## config.mk

```make
export PLATFORM = sky130hd
export DESIGN_NAME = hash_delimited_command_parser
export DESIGN_NICKNAME = d
export VERILOG_FILES = /design/src/rtl/hdcp_pkg.sv /design/src/rtl/hash_delimited_command_parser.sv
export SDC_FILE = /design/constraint.sdc
export NUM_CORES = 1
export LEC_CHECK = 0
export BUFFER_PORTS_ARGS = -buffer_cell sky130_fd_sc_hd__clkbuf_2
export CAP_MARGIN = 20
export CORE_MARGIN = 8
export CORE_UTILIZATION = 55
export DETAILED_ROUTE_END_ITERATION = 12
export PLACE_DENSITY_LB_ADDON = 0.2
export SLEW_MARGIN = 25
export SYNTH_ARGS = -nofsm -noshare
export SYNTH_HDL_FRONTEND = slang
export SYNTH_SLANG_ARGS = --single-unit
```

## constraint.sdc

```tcl
create_clock -name clk -period 4.9 [get_ports clk]
set_input_delay 0.245 -clock clk [delete_from_list [all_inputs] [get_ports clk]]
set_output_delay 0.245 -clock clk [all_outputs]
set_load 0.1 [all_outputs]
```

## src/rtl/hdcp_pkg.sv

```systemverilog
package hdcp_pkg;

  // Keyword bytes kept in the result; longer keywords are rejected.
  localparam int unsigned KEYWORD_MAX = 8;
  // Bytes allowed before the terminator.
  localparam int unsigned MESSAGE_MAX = 254;

  localparam logic [7:0] CHAR_BANG   = 8'h21;
  localparam logic [7:0] CHAR_HASH   = 8'h23;
  localparam logic [7:0] CHAR_PAREN  = 8'h29;
  localparam logic [7:0] CHAR_PLUS   = 8'h2B;
  localparam logic [7:0] CHAR_MINUS  = 8'h2D;
  localparam logic [7:0] CHAR_ZERO   = 8'h30;
  localparam logic [7:0] CHAR_NINE   = 8'h39;
  localparam logic [7:0] CHAR_SPACE  = 8'h20;
  localparam logic [7:0] CHAR_TAB    = 8'h09;
  localparam logic [7:0] CHAR_CR     = 8'h0D;

  localparam logic [31:0] MAG_LIMIT  = 32'h8000_0000;
  localparam logic [31:0] POS_MAX    = 32'h7FFF_FFFF;
  localparam logic [31:0] NUM_ABSENT = 32'hFFFF_FFFF;

  typedef enum logic [2:0] {
    PH_SKIP_KW    = 3'd0,
    PH_KEYWORD    = 3'd1,
    PH_SKIP_SEQ   = 3'd2,
    PH_SEQ_LEAD   = 3'd3,
    PH_SEQ_DIGITS = 3'd4,
    PH_SKIP_VAL   = 3'd5,
    PH_VAL_LEAD   = 3'd6,
    PH_VAL_DIGITS = 3'd7
  } phase_t;

  typedef enum logic [2:0] {
    ERR_NONE         = 3'd0,
    ERR_TERMINATOR   = 3'd1,
    ERR_NO_KEYWORD   = 3'd2,
    ERR_TOO_LONG     = 3'd3,
    ERR_KEYWORD_LONG = 3'd4
  } err_t;

  function automatic logic is_space(input logic [7:0] c);
    return (c == CHAR_SPACE) || (c >= CHAR_TAB && c <= CHAR_CR);
  endfunction

  function automatic logic is_digit(input logic [7:0] c);
    return (c >= CHAR_ZERO) && (c <= CHAR_NINE);
  endfunction

  // Append one decimal digit to a magnitude, saturating at 2^31.
  function automatic logic [31:0] add_digit(input logic [31:0] mag, input logic [7:0] c);
    logic [35:0] t;
    logic [7:0]  d;
    d = c - CHAR_ZERO;
    t = ({4'b0, mag} << 3) + ({4'b0, mag} << 1) + {28'b0, d};
    return (t > {4'b0, MAG_LIMIT}) ? MAG_LIMIT : t[31:0];
  endfunction

  // Apply the sign to a magnitude, saturating positive values.
  function automatic logic [31:0] finish_number(input logic [31:0] mag, input logic neg);
    if (neg) begin
      return 32'd0 - mag;
    end
    return (mag >= MAG_LIMIT) ? POS_MAX : mag;
  endfunction

endpackage

```

## src/rtl/hash_delimited_command_parser.sv

```systemverilog
// Channel   Signals                               Moves
// input     in_valid, in_ready, msg_byte, is_final  one message byte per transaction
// output    out_valid, out_ready, rejected, ...     one parse result per final byte
//
// One byte per cycle while in_ready is high: token phase and number registers
// update on each accepted transaction through a single shared digit accumulator.
// A result is held in the output register the cycle after the final byte.
// in_ready stays high while the output register is empty or being taken.
// rst clears the phase, counters and output valid synchronously.
module hash_delimited_command_parser #(
  parameter int unsigned KEYWORD_MAX = hdcp_pkg::KEYWORD_MAX,
  parameter int unsigned MESSAGE_MAX = hdcp_pkg::MESSAGE_MAX
) (
  input  logic               clk,
  input  logic               rst,
  input  logic               in_valid,
  output logic               in_ready,
  input  logic [7:0]         msg_byte,
  input  logic               is_final,
  output logic               out_valid,
  input  logic               out_ready,
  output logic               rejected,
  output logic [2:0]         error_kind,
  output logic [63:0]        keyword_chars,
  output logic [3:0]         keyword_length,
  output logic signed [31:0] seq_number,
  output logic signed [31:0] value_number
);

  hdcp_pkg::phase_t token_phase, token_phase_next;
  logic [63:0] keyword_store, keyword_store_next;
  logic [3:0]  keyword_count, keyword_count_next;
  logic [31:0] seq_accum, seq_accum_next;
  logic [31:0] value_accum, value_accum_next;
  logic        number_negative, number_negative_next;
  logic        number_stopped, number_stopped_next;
  logic [7:0]  byte_count, byte_count_next;

  logic        in_fire;
  logic        kw_take;
  logic        is_hash;
  logic        is_paren;

  // Shared number unit
  logic        num_run, num_lead, num_is_val, num_adv;
  logic [31:0] acc_in, acc_out;
  logic        neg_in, neg_out, stop_in, stop_out;

  // Result
  hdcp_pkg::err_t res_err;
  logic [31:0] res_seq, res_val;

  assign in_ready = !rst && (!out_valid || out_ready);
  assign in_fire  = in_valid && in_ready;
  assign is_hash  = (msg_byte == hdcp_pkg::CHAR_HASH);
  assign is_paren = (msg_byte == hdcp_pkg::CHAR_PAREN);

  // Select what the number unit works on for this byte
  always_comb begin
    num_run    = 1'b0;
    num_lead   = 1'b0;
    num_is_val = 1'b0;
    acc_in     = seq_accum;
    neg_in     = number_negative;
    stop_in    = number_stopped;
    kw_take    = 1'b0;
    unique case (token_phase)
      hdcp_pkg::PH_SKIP_KW, hdcp_pkg::PH_KEYWORD: begin
        kw_take = !is_hash;
      end
      hdcp_pkg::PH_SKIP_SEQ: begin
        num_run  = !is_hash;
        num_lead = 1'b1;
        acc_in   = 32'd0;
        neg_in   = 1'b0;
        stop_in  = 1'b0;
      end
      hdcp_pkg::PH_SEQ_LEAD, hdcp_pkg::PH_SEQ_DIGITS: begin
        num_run  = !is_hash;
        num_lead = (token_phase == hdcp_pkg::PH_SEQ_LEAD);
      end
      hdcp_pkg::PH_SKIP_VAL: begin
        num_run    = !is_paren;
        num_lead   = 1'b1;
        num_is_val = 1'b1;
        acc_in     = 32'd0;
        neg_in     = 1'b0;
        stop_in    = 1'b0;
      end
      hdcp_pkg::PH_VAL_LEAD, hdcp_pkg::PH_VAL_DIGITS: begin
        num_run    = !is_paren;
        num_lead   = (token_phase == hdcp_pkg::PH_VAL_LEAD);
        num_is_val = 1'b1;
        acc_in     = value_accum;
      end
      default: begin
        num_run = 1'b0;
      end
    endcase
  end

  // Skip leading whitespace, take a sign, then accumulate digits
  always_comb begin
    acc_out  = acc_in;
    neg_out  = neg_in;
    stop_out = stop_in;
    num_adv  = 1'b0;
    if (num_lead && hdcp_pkg::is_space(msg_byte)) begin
      num_adv = 1'b0;
    end else if (num_lead && (msg_byte == hdcp_pkg::CHAR_PLUS ||
                              msg_byte == hdcp_pkg::CHAR_MINUS)) begin
      num_adv = 1'b1;
      neg_out = (msg_byte == hdcp_pkg::CHAR_MINUS);
    end else begin
      num_adv = num_lead;
      if (!stop_in) begin
        if (hdcp_pkg::is_digit(msg_byte)) begin
          acc_out = hdcp_pkg::add_digit(acc_in, msg_byte);
        end else begin
          stop_out = 1'b1;
        end
      end
    end
  end

  // Next state for a non-final byte
  always_comb begin
    token_phase_next     = token_phase;
    keyword_store_next   = keyword_store;
    keyword_count_next   = keyword_count;
    seq_accum_next       = seq_accum;
    value_accum_next     = value_accum;
    number_negative_next = number_negative;
    number_stopped_next  = number_stopped;
    byte_count_next      = (byte_count == 8'hFF) ? byte_count : byte_count + 8'd1;

    // Keyword characters
    if (kw_take) begin
      for (int i = 0; i < 8; i++) begin
        if (keyword_count == 4'(i) && i < int'(KEYWORD_MAX)) begin
          keyword_store_next[i*8 +: 8] = msg_byte;
        end
      end
      if ({28'b0, keyword_count} <= KEYWORD_MAX) begin
        keyword_count_next = keyword_count + 4'd1;
      end
    end

    // Numeric tokens
    if (num_run) begin
      number_negative_next = neg_out;
      number_stopped_next  = stop_out;
      if (num_is_val) begin
        value_accum_next = acc_out;
      end else begin
        seq_accum_next = acc_out;
      end
    end

    unique case (token_phase)
      hdcp_pkg::PH_SKIP_KW: begin
        if (!is_hash) begin
          token_phase_next = hdcp_pkg::PH_KEYWORD;
        end
      end
      hdcp_pkg::PH_KEYWORD: begin
        if (is_hash) begin
          token_phase_next = hdcp_pkg::PH_SKIP_SEQ;
        end
      end
      hdcp_pkg::PH_SKIP_SEQ: begin
        if (!is_hash) begin
          token_phase_next = num_adv ? hdcp_pkg::PH_SEQ_DIGITS : hdcp_pkg::PH_SEQ_LEAD;
        end
      end
      hdcp_pkg::PH_SEQ_LEAD, hdcp_pkg::PH_SEQ_DIGITS: begin
        if (is_hash) begin
          seq_accum_next   = hdcp_pkg::finish_number(seq_accum, number_negative);
          token_phase_next = hdcp_pkg::PH_SKIP_VAL;
        end else if (num_adv) begin
          token_phase_next = hdcp_pkg::PH_SEQ_DIGITS;
        end
      end
      hdcp_pkg::PH_SKIP_VAL: begin
        if (!is_paren) begin
          token_phase_next = num_adv ? hdcp_pkg::PH_VAL_DIGITS : hdcp_pkg::PH_VAL_LEAD;
        end
      end
      hdcp_pkg::PH_VAL_LEAD, hdcp_pkg::PH_VAL_DIGITS: begin
        if (is_paren) begin
          token_phase_next    = hdcp_pkg::PH_VAL_DIGITS;
          number_stopped_next = 1'b1;
        end else if (num_adv) begin
          token_phase_next = hdcp_pkg::PH_VAL_DIGITS;
        end
      end
      default: begin
        token_phase_next = token_phase;
      end
    endcase
  end

  // Result for a final byte
  always_comb begin
    if (msg_byte != hdcp_pkg::CHAR_BANG) begin
      res_err = hdcp_pkg::ERR_TERMINATOR;
    end else if ({1'b0, byte_count} > 9'(MESSAGE_MAX)) begin
      res_err = hdcp_pkg::ERR_TOO_LONG;
    end else if (token_phase == hdcp_pkg::PH_SKIP_KW) begin
      res_err = hdcp_pkg::ERR_NO_KEYWORD;
    end else if ({28'b0, keyword_count} > KEYWORD_MAX) begin
      res_err = hdcp_pkg::ERR_KEYWORD_LONG;
    end else begin
      res_err = hdcp_pkg::ERR_NONE;
    end

    res_seq = hdcp_pkg::NUM_ABSENT;
    res_val = hdcp_pkg::NUM_ABSENT;
    if (token_phase == hdcp_pkg::PH_SEQ_LEAD || token_phase == hdcp_pkg::PH_SEQ_DIGITS) begin
      res_seq = hdcp_pkg::finish_number(seq_accum, number_negative);
    end else if (token_phase >= hdcp_pkg::PH_SKIP_VAL) begin
      res_seq = seq_accum;
    end
    if (token_phase >= hdcp_pkg::PH_VAL_LEAD) begin
      res_val = hdcp_pkg::finish_number(value_accum, number_negative);
    end
  end

  // Parser state: advance per byte, drop back to reset after the final byte
  always_ff @(posedge clk) begin
    if (rst || (in_fire && is_final)) begin
      token_phase     <= hdcp_pkg::PH_SKIP_KW;
      keyword_store   <= 64'd0;
      keyword_count   <= 4'd0;
      seq_accum       <= hdcp_pkg::NUM_ABSENT;
      value_accum     <= hdcp_pkg::NUM_ABSENT;
      number_negative <= 1'b0;
      number_stopped  <= 1'b0;
      byte_count      <= 8'd0;
    end else if (in_fire) begin
      token_phase     <= token_phase_next;
      keyword_store   <= keyword_store_next;
      keyword_count   <= keyword_count_next;
      seq_accum       <= seq_accum_next;
      value_accum     <= value_accum_next;
      number_negative <= number_negative_next;
      number_stopped  <= number_stopped_next;
      byte_count      <= byte_count_next;
    end
  end

  // Output valid: set on a final byte, clear when taken
  always_ff @(posedge clk) begin
    if (rst) begin
      out_valid <= 1'b0;
    end else if (in_fire && is_final) begin
      out_valid <= 1'b1;
    end else if (out_ready) begin
      out_valid <= 1'b0;
    end
  end

  // Output payload: hold until the next result
  always_ff @(posedge clk) begin
    if (in_fire && is_final) begin
      rejected   <= (res_err != hdcp_pkg::ERR_NONE);
      error_kind <= res_err;
      if (res_err != hdcp_pkg::ERR_NONE) begin
        keyword_chars  <= 64'd0;
        keyword_length <= 4'd0;
        seq_number     <= hdcp_pkg::NUM_ABSENT;
        value_number   <= hdcp_pkg::NUM_ABSENT;
      end else begin
        keyword_chars  <= keyword_store;
        keyword_length <= keyword_count;
        seq_number     <= res_seq;
        value_number   <= res_val;
      end
    end
  end

endmodule

```

Word level (Yosys, flattened, before mapping)

Cells that the tools add are included.

Register bits: 282
Bits of input ports: 13
Output and inout port bits: 138
Logic and storage cells: 168

Add/subtract/negate cells: 7
Magnitude comparators: 12
Eq/ne operators: 27
Multiplexer cells: 58
Bitwise gates (word level): 2
Reductions and logical operators: 40

Operators with widths:

| cell                                                                                | number |
|---|---|
| 32-bit two-way mux                                                                  | 18 |
| 32-bit greater-or-equal comparator, second input constant                           | 2 |
| 32-bit one-hot mux with 2 select lines                                              | 1 |
| 1-bit by 32-bit subtractor with 32-bit output, first input constant                 | 2 |
| 8-bit by 6-bit == test with 1-bit output, second input constant                     | 5 |
| 3-bit two-way mux                                                                   | 13 |
| 35-bit by 33-bit adder with 36-bit output                                           | 1 |
| 36-bit by 8-bit adder with 36-bit output                                            | 1 |
| 36-bit by 32-bit > comparator with 1-bit output, second input constant              | 1 |
| 3-bit AND reduction                                                                 | 10 |
| 1-bit two-way mux                                                                   | 23 |
| 3-bit one-hot mux with 6 select lines                                               | 1 |
| 4-bit by 3-bit == test with 1-bit output, second input constant                     | 4 |
| 3-bit == test, second input constant                                                | 4 |
| 2-bit OR reduction                                                                  | 5 |
| 8-bit by 1-bit adder with 8-bit output, second input constant                       | 1 |
| 4-bit by 2-bit == test with 1-bit output, second input constant                     | 2 |
| 8-bit == test, second input constant                                                | 1 |
| 8-bit by 4-bit greater-or-equal comparator with 1-bit output, second input constant | 1 |
| 8-bit by 6-bit greater-or-equal comparator with 1-bit output, second input constant | 1 |
| 8-bit > comparator, second input constant                                           | 1 |
| 8-bit by 4-bit <= comparator with 1-bit output, second input constant               | 1 |
| 8-bit by 6-bit <= comparator with 1-bit output, second input constant               | 1 |
| 2-bit inequality test, second input constant                                        | 4 |
| 23 further kinds                                                                    | 42 |

Logic depth before layout (Yosys ltp)

Gate-level depths: netlist of run 1.

Depth after elaboration: 15
Depth in mapped cells: 23
Gate-level depth less buffers: 20

Worst setup path after synthesis of run 1

OpenSTA, ideal clock, no wires.

Path type: register -> register
Start: register out_valid
End: register seq_accum[27]
Library setup time: 78 ps
Data arrival time: 7043 ps
Required time: 4822 ps
Path slack: -2221 ps
Stages on the path, launching flop included: 12
Path buffers: 2
Clock period less this slack: 7121 ps
Path through: dfxtp_1 > nand2b_1 > nor2b_1 > and2_1 > clkbuf_1 > nand2_1 > inv_1 > nor2_1 > nand2_1 > clkbuf_1 > a21oi_1 > a32oi_1

Cells in the longest elaborated chain, start to end: 6

Ends and longest elaborated chain:

| what                     | RTL line                             | text |
|---|---|---|
| start: declaration       | hash_delimited_command_parser.sv:20  | `output logic out_valid,` |
| start signal: assignment | hash_delimited_command_parser.sv:255 | `out_valid <= 1'b0;` |
| start signal: assignment | hash_delimited_command_parser.sv:257 | `out_valid <= 1'b1;` |
| start signal: assignment | hash_delimited_command_parser.sv:259 | `out_valid <= 1'b0;` |
| 1-bit logical NOT (*)    | hash_delimited_command_parser.sv:53  | `assign in_ready = !rst && (!out_valid \|\| out_ready);` |
| 1-bit logical OR (*)     | hash_delimited_command_parser.sv:53  |  |
| 1-bit logical AND (*)    | hash_delimited_command_parser.sv:53  |  |
| net in_ready             | hash_delimited_command_parser.sv:17  | `output logic in_ready,` |
| 1-bit logical AND (*)    | hash_delimited_command_parser.sv:54  | `assign in_fire = in_valid && in_ready;` |
| 1-bit logical AND        | hash_delimited_command_parser.sv:231 | `if (rst \|\| (in_fire && is_final)) begin` |
| 1-bit logical OR         | hash_delimited_command_parser.sv:231 |  |
| end signal: assignment   | hash_delimited_command_parser.sv:235 | `seq_accum <= hdcp_pkg::NUM_ABSENT;` |
| end signal: assignment   | hash_delimited_command_parser.sv:244 | `seq_accum <= seq_accum_next;` |
| end: declaration         | hash_delimited_command_parser.sv:33  | `logic [31:0] seq_accum, seq_accum_next;` |

The timed path passes the listed nets; every way through them passes the cells marked *.
A chain may end at the register's enable or synchronous reset.

Worst setup path in the final report of run 1

Start: register token_phase[2]
End: register value_accum[30]

Cells in the longest elaborated chain, start to end: 11
Elaborated cells on any way between the ends: 27
Those cells by class: add/sub: 2; order compare: 1; eq/ne: 6; mux: 10; reduce/logical: 8

Ends and longest elaborated chain:

| what                                            | RTL line                                                                 | text |
|---|---|---|
| start: declaration                              | hash_delimited_command_parser.sv:30                                      | `hdcp_pkg::phase_t token_phase, token_phase_next;` |
| start signal: assignment                        | hash_delimited_command_parser.sv:232                                     | `token_phase <= hdcp_pkg::PH_SKIP_KW;` |
| start signal: assignment                        | hash_delimited_command_parser.sv:241                                     | `token_phase <= token_phase_next;` |
| 3-bit == test (tied with other cells)           | hash_delimited_command_parser.sv:67, hash_delimited_command_parser.sv:92 |  |
| 2-bit OR reduction                              | n/a                                                                      |  |
| 32-bit one-hot mux with 2 select lines          | hash_delimited_command_parser.sv:67                                      | `unique case (token_phase)` |
| 35-bit by 33-bit adder with 36-bit output       | hdcp_pkg.sv:55                                                           | `t = ({4'b0, mag} << 3) + ({4'b0, mag} << 1) + {28'b0, d};` |
| 36-bit by 8-bit adder with 36-bit output        | hdcp_pkg.sv:55                                                           |  |
| 36-bit by 32-bit > comparator with 1-bit output | hdcp_pkg.sv:56                                                           | `return (t > {4'b0, MAG_LIMIT}) ? MAG_LIMIT : t[31:0];` |
| 32-bit two-way mux                              | hdcp_pkg.sv:56                                                           |  |
| 32-bit two-way mux                              | hash_delimited_command_parser.sv:117                                     | `if (hdcp_pkg::is_digit(msg_byte)) begin` |
| 32-bit two-way mux                              | hash_delimited_command_parser.sv:116                                     | `if (!stop_in) begin` |
| 32-bit two-way mux                              | hash_delimited_command_parser.sv:110                                     | `end else if (num_lead && (msg_byte == hdcp_pkg::CHAR_PLUS \|\|` |
| 32-bit two-way mux                              | hash_delimited_command_parser.sv:108                                     | `if (num_lead && hdcp_pkg::is_space(msg_byte)) begin` |
| end signal: assignment                          | hash_delimited_command_parser.sv:236                                     | `value_accum <= hdcp_pkg::NUM_ABSENT;` |
| end signal: assignment                          | hash_delimited_command_parser.sv:245                                     | `value_accum <= value_accum_next;` |
| end: declaration                                | hash_delimited_command_parser.sv:34                                      | `logic [31:0] value_accum, value_accum_next;` |

Parallel ways exist; a longest one is shown, timed or not.

==> impl_metrics.csv, run 1 <==
group,metric,value,unit
synth,synth_ff_type,"dfxtp_1",
cts,htree_num_levels,1,
outcome,status,"finished, final reports clean",
floorplanning,die_h,188.0,um
floorplanning,chipWidth,188.0,um
synth,syn_inst,1888,
timing,slew_violations,0,
global_route,grt_max_degree,117,
synth,synth.distinct_cells,79,
routing,vias,15110,
cts,clock_sinks,282,
routing,drt-vias-per-instance,6.118,
cts,cts.clk_slew.worst_paths,60,ps
floorplanning,ios,151,
synth,avgSynthCellArea,8.620,um^2
final_layout,diodes,0,
cts,cts_tree,"done",
floorplanning,core-area,29400,um^2
power_and_ir_drop,p_leak,0.007150,uW
final_layout,final_cells,2470,
worst_setup_path,cp-end-kind,"register",
cts,clock_latency,580,ps
placement,gp_congestion,0.9298,
timing,worst_pin_slew,1050,ps
final_layout,n_fill_cell,2450,
worst_setup_path,startpoint_type,"register",
routing,final_antenna_net_count,0,
final_layout,drive_gt1_share,20.24,%
global_route,grt_remaining_overflow,0,
placement,port-buffer-count,150,
worst_setup_path,required,5390,ps
global_route,grt_pass1_vias,13930,
floorplanning,die_area,35350,um^2
synth,netlist_area,16270,um^2
power_and_ir_drop,power_density,287.5,nW/um^2
power_and_ir_drop,ir_drop,299.9,uV
power_and_ir_drop,fin_total_pwr,5582,uW
placement,place_area,17940,um^2
worst_setup_path,endpoint,"value_accum[30]",
worst_setup_path,crit_fanout,8,
synth,synth_edf_count,136,
routing,wl_met3,5009,um
synth,yosysWarningCount,0,
timing,hold_viol,0,
final_layout,nets,2146,
worst_setup_path,crit_path_start,"token_phase[2]",
worst_setup_path,rr_endpoint,"value_accum[30]",
cts,clockBufferDepth,3,
routing,remaining_drc_errors,0,
routing,first_pass_iters,5,
timing,min_period,4778,ps
worst_setup_path,path_class,"reg -> reg",
timing,fin_ws,122.4,ps
timing,setup_viol,0,
worst_hold_path,hp-class,"in -> reg",
synth,synth_nets,1978,
global_route,grt_pass1_wl,76720,um
floorplanning,start_util,55.35,%
floorplanning,rows,63,
routing,drt-total-wl,48930,um
routing,wl_per_cell,19.81,um
synth,synthArstFlopShare,0,%
timing,period_share,97.50,%
global_route,grt.total_usage,26.34,%
cts,cts_root_buf,"clkbuf_16",
placement,dp_cells,2398,
routing,wl_met2,21630,um
timing,final.setup_skew,20.52,ps
routing,top_layer_used,"met4",
run,drv_cap,0,
routing,dr.first_iter.drc_count,1637,
worst_setup_path,worst_ep_arrival_time,5270,ps
worst_setup_path,r2r_cells,21,
final_layout,syn_to_final_growth,19.29,%
routing,wl_met1,21380,um
final_layout,fin_area,19410,um^2
worst_setup_path,r2r-start,"token_phase[2]",
placement,dp_slack,-129.0,ps
synth,ys_seq_elements,282,
cts,cts_made_buffers,30,
placement,post-dp-hpwl,34780,um
timing,fmax,209.3,MHz
global_route,grt_antenna_before_repair,0,
synth,synth-seq-area-share,43.05,%
timing,maxSlewHeadroom,30.02,%
worst_setup_path,ff2ff_setup_slack,120,ps
timing,setup_tns,0,ps
==> state kept, by name, indices dropped and copies added, names as in the netlist, 4 cells and up <==
name and flops:
keyword_count 4, keyword_chars 64, keyword_store 64, seq_accum 32
seq_number 32, value_number 32, value_accum 32, byte_count 8
keyword_length 4
==> layout make-up <==
cell class	instances	area [um^2]	share of cell area (%)
multi-input cells	1416	8790	45.28
flip-flops and latches	282	7022	36.17
repair buffers	293	1907	9.822
clock buffers	38	822.0	4.234
well taps	390	488.0	2.514
clock inverters	18	257.7	1.328
inverters	33	127.6	0.6574
==> through the flow <==
step                hold WS (ps)  utilization (%)
finish                     158.5            66.03
global placement           438.2            61.00
global route               153.3            66.03
CTS                        137.7            64.81
detailed placement         442.2            61.02
floorplan                  304.4                -
==> placed cells by master (no fill, tap or decap), types with 8 or more instances in the layout <==
master     count
nand2_1      263
a21oi_1      174
clkbuf_2     150
dfxtp_1      142
nor2_1       140
edfxtp_1     136
buf_4        128
nand3_1       96
and2_1        68
o22ai_1       68
ha_1          68
o21ai_0       55
xor2_1        52
inv_1         32
nor3_1        32
xnor2_1       31
clkbuf_16     31
o21ai_1       30
a211oi_1      23
a22oi_1       18
a31oi_1       17
nand4_1       16
a21o_1        15
and3_1        14
nand2b_1      13
or4_1         13
nor4_1        12
o21bai_1      11
or3_1         10
a32oi_1       10
a21oi_2        8
o211ai_1       8
a221oi_1       8
buf_6          8
==> synth_stat cells (all sizes together) (31+ instances only) <==
cell type / count / area share [%]
nand2: 268 / 6.2
a21oi: 183 / 5.7
dfxtp: 146 / 18
nor2: 145 / 3.3
edfxtp: 136 / 25
clkbuf: 127 / 2.9
nand3: 97 / 3.0
o21ai: 88 / 2.7
ha: 76 / 5.8
and2: 69 / 2.7
o22ai: 69 / 2.7
xor2: 52 / 2.8
nor3: 36 / 1.1
inv: 33 / 0.76
xnor2: 31 / 1.7
==> what timing repair did <==
item,4_1_cts,5_1_grt
hold buffers,2,0
hold endpoints to repair,1,0
gates cloned,0,1
gates resized for setup,4,73
buffers inserted,0,14
endpoints found under the setup margin,2,64
pin swaps,0,14
==> where the power goes <==
| group | leakage, uW | switching, uW | internal (uW) | total, uW |
|---|---|---|---|---|
| clock network | 0.000511 | 979 | 1460 | 2440 |
| registers | 0.00228 | 11.7 | 2480 | 2490 |
| logic | 0.00436 | 444 | 206 | 650 |
==> critical path: stages, from the launching register on <==
cell       delay (ps)
dfxtp_4           390
buf_6             140
nand2_1            90
buf_6             150
and3_1            150
a21oi_1           140
buf_4             180
xor2_1            160
ha_2              200
o21bai_1          120
ha_2              230
a21o_1            170
a311oi_2          120
or4_4             610
a311oi_4          320
o22a_2            230
a31oi_4           110
a2111o_1          500
buf_6             170
or3_4             320
o2bb2ai_1         130
nand2_1            90
==> layer usage <==
metal	up-vias	global-route usage (%)
met5	-	0
met4	0	5.909
met3	81	6.018
met2	706	40.02
met1	7137	37.62
li1	7187	-
==> how the worst min path moves through the flow <==
stage	from	endpoint	slack [ps]	cells past startpoint
2_1_floorplan	rst	out_valid	300	1
3_3_place_gp	keyword_store[13]	keyword_store[13]	440	2
3_5_place_dp	keyword_store[10]	keyword_store[10]	440	2
4_1_cts	msg_byte[1]	keyword_store[9]	140	4
5_1_grt	msg_byte[5]	keyword_store[5]	150	3
6_report	msg_byte[1]	keyword_store[9]	160	4
==> cells by family after synthesis <==
| logic type | synth area share (%) |
|---|---|
| and+or+nand+nor | 21.62 |
| AOI/OAI and AO/OA | 20.14 |
| DFF | 43.05 |
| buffers and inverters | 4.690 |
| xor gates and xnor gates | 4.467 |
| adders and majority gates | 5.966 |
| muxes | 0.06151 |
(Power assumes the default switching activity.)
==> inputs of run 2 (changes only) <==
--- a/config.mk
+++ b/config.mk
@@ -8,7 +8,7 @@
 export BUFFER_PORTS_ARGS = -buffer_cell sky130_fd_sc_hd__clkbuf_2
 export CAP_MARGIN = 20
 export CORE_MARGIN = 8
-export CORE_UTILIZATION = 55
+export CORE_UTILIZATION = 50
 export DETAILED_ROUTE_END_ITERATION = 12
 export PLACE_DENSITY_LB_ADDON = 0.2
 export SLEW_MARGIN = 25
==> constraint.sdc (replaced) <==
create_clock -name clk -period 5 [get_ports clk]
set_input_delay 0.25 -clock clk [delete_from_list [all_inputs] [get_ports clk]]
set_output_delay 0.25 -clock clk [all_outputs]
set_load 0.1 [all_outputs]
==> run 2 against run 1 <==
Net effect: first-iteration DRC count shrank 23%; sequential power decreased by 2%; sequential cell count unchanged; wire length grew 6.2%; combinational power fell by 9.8%; highest routed layer unchanged; critical path depth fell by 2; final cell count up 1.4%; die area up 9.1%; utilization fell by 7.3 points.
==> impl_metrics.csv, run 2 (synthesis results as in run 1) <==
group,metric,value,unit
outcome,status,"finished, final reports clean",
timing,min_period,4789,ps
routing,drt-vias-per-instance,5.990,
timing,fmax,208.8,MHz
placement,port-buffer-count,150,
worst_setup_path,required,5430,ps
final_layout,n_fill_cell,2911,
placement,post-dp-hpwl,38330,um
final_layout,largest_registers,"keyword_chars: 64 flops, keyword_store: 64 flops",
timing,setup_tns,0,ps
final_layout,drive_gt1_share,17.90,%
worst_setup_path,path_buf_inv,4,
timing,final.setup_skew,11.71,ps
worst_hold_path,hp-class,"in -> reg",
routing,wl_per_cell,20.76,um
placement,gp_congestion,0.9970,
routing,remaining_drc_errors,0,
floorplanning,ios,151,
run,drv_cap,0,
power_and_ir_drop,ir_drop,251.0,uV
timing,setup_viol,0,
worst_setup_path,startpoint_type,"register",
floorplanning,rows,66,
floorplanning,die_area,38580,um^2
floorplanning,core-area,32290,um^2
timing,hold_viol,0,
worst_setup_path,crit_slowest_cell,"a221o_1",
routing,drt-total-wl,51980,um
global_route,grt_max_degree,98,
final_layout,final_cells,2504,
global_route,grt_pass1_vias,14120,
cts,cts_root_buf,"clkbuf_16",
timing,maxSlewHeadroom,28.43,%
cts,htree_num_levels,1,
cts,clock_sinks,282,
floorplanning,start_util,50.40,%
worst_setup_path,max_stage_delay,370,ps
worst_setup_path,path_class,"reg -> reg",
final_layout,nets,2129,
final_layout,multiInputGateArea,8621,um^2
floorplanning,die_h,196.4,um
cts,clock_latency,580,ps
placement,dp_cells,2447,
global_route,grt.total_usage,25.82,%
global_route,grt_antenna_before_repair,0,
power_and_ir_drop,fin_total_pwr,5117,uW
worst_setup_path,cp-end-kind,"register",
worst_setup_path,crit_family,"compound AO/OA/AOI/OAI gates",
worst_setup_path,crit_path_cell_trace,"nand2_1, buf_4, buf_4, nand3_1, o21ai_1, ha_1, ha_1, buf_4, nand2_1, nor2_1, a221o_1, a21o_1, o22a_2, a31oi_1, a2111o_1, buf_4, and4b_1, a211oi_1, o21ai_1",
final_layout,diodes,0,
worst_setup_path,crit_fanout,17,
routing,final_antenna_net_count,0,
final_layout,syn_to_final_growth,16.59,%
global_route,grt_remaining_overflow,0,
final_layout,fin_util,58.77,%
cts,clockBufferDepth,3,
timing,period_share,95.78,%
routing,first_pass_iters,6,
cts,cts_tree,"done",
timing,slew_violations,0,
power_and_ir_drop,p_leak,0.006945,uW
cts,cts.clk_slew.worst_paths,60,ps
worst_setup_path,ff2ff_setup_slack,210,ps
timing,rsz0062_at_grt,"true",
routing,vias,15000,
cts,cts_setup_buffers,0,
timing,worst_pin_slew,1071,ps
final_layout,register_area,7013,um^2
final_layout,final_cell_mix,"nand2_1, a21oi_1, clkbuf_2",
global_route,grt_pass1_wl,79760,um
worst_setup_path,crit_path_frequent_cell,"buf_4",
cts,cts_made_buffers,30,
final_layout,final_common_cell,"nand2_1",
floorplanning,chipWidth,196.4,um
routing,dr.first_iter.drc_count,1258,
timing,fin_hold_ws,131.5,ps
worst_setup_path,worst_ep_arrival_time,5210,ps
power_and_ir_drop,power_density,269.7,nW/um^2
[run 2: cell count changes in the layout (fill, tap and decap cells not counted), moves of 4 or more]
cell,before,now
o21ai_0,55,62
clkinv_1,1,8
ha_1,68,74
ha_2,7,2
buf_4,128,120
o21ai_1,30,25
bufinv_16,5,1
buf_6,8,1
[run 2: power breakdown]
part | leakage (uW) | internal, uW | switching, uW | total (uW)
clock network | 0.000443 | 1150 | 934 | 2090
logic | 0.00422 | 171 | 415 | 586
registers | 0.00228 | 2430 | 11.6 | 2440
total | 0.00694 | 3760 | 1360 | 5120
[run 2: repair_timing]
item / 4_1_cts / 5_1_grt
hold buffers: 2 / 0
gates resized for setup: 2 / 19
endpoints found under the hold margin: 1 / 0
cloned: 0 / 0
endpoints found under the setup margin: 2 / 64
pin swaps: 0 / 0
[run 2: worst paths after layout]
check | end | from | depth (start not counted)
setup / recovery | value_accum[23] | token_phase[1] | 19
hold reg to reg | keyword_store[23] | keyword_store[23] | 2
setup reg to reg | value_accum[23] | token_phase[1] | 19
hold / removal | seq_number[0] | is_final | 3
[run 2: cell type report]
class / instances / area share [%]
Tap cell: 442 / 2.915
Clock buffer: 36 / 4.075
Multi-Input combinational cell: 1416 / 45.43
Inverter: 33 / 0.6726
Sequential cell: 282 / 36.96
Timing Repair Buffer: 276 / 9.186
Clock inverter: 19 / 0.7583
[run 2: metal layers]
metal  routed length (um)  vias to the layer above  track usage (%)
li1                     -                     7145                -
met3                 3356                      138            3.309
met5                    0                        -                0
met1                21780                     7137            32.84
met2                24410                      580            43.70
met4                 2434                        0            11.23
[run 2: stage by stage]
step                      cell area, um^2  worst slack [ps]
after floorplan                     16290             33.61
after global placement              17960             158.6
after detailed placement            17960             3.276
after CTS                           18900             39.19
after global routing                18970            -19.65
final                               18970             211.2
[run 2: worst reg2reg max path, delay by kind of cell (launching register included)]
kind / cells / cell delay, ps
DFF: 1 / 360
buffers and inverters: 4 / 810
and+or+nand+nor: 5 / 1010
AOI/OAI and AO/OA: 8 / 1860
adders and majority gates: 2 / 610
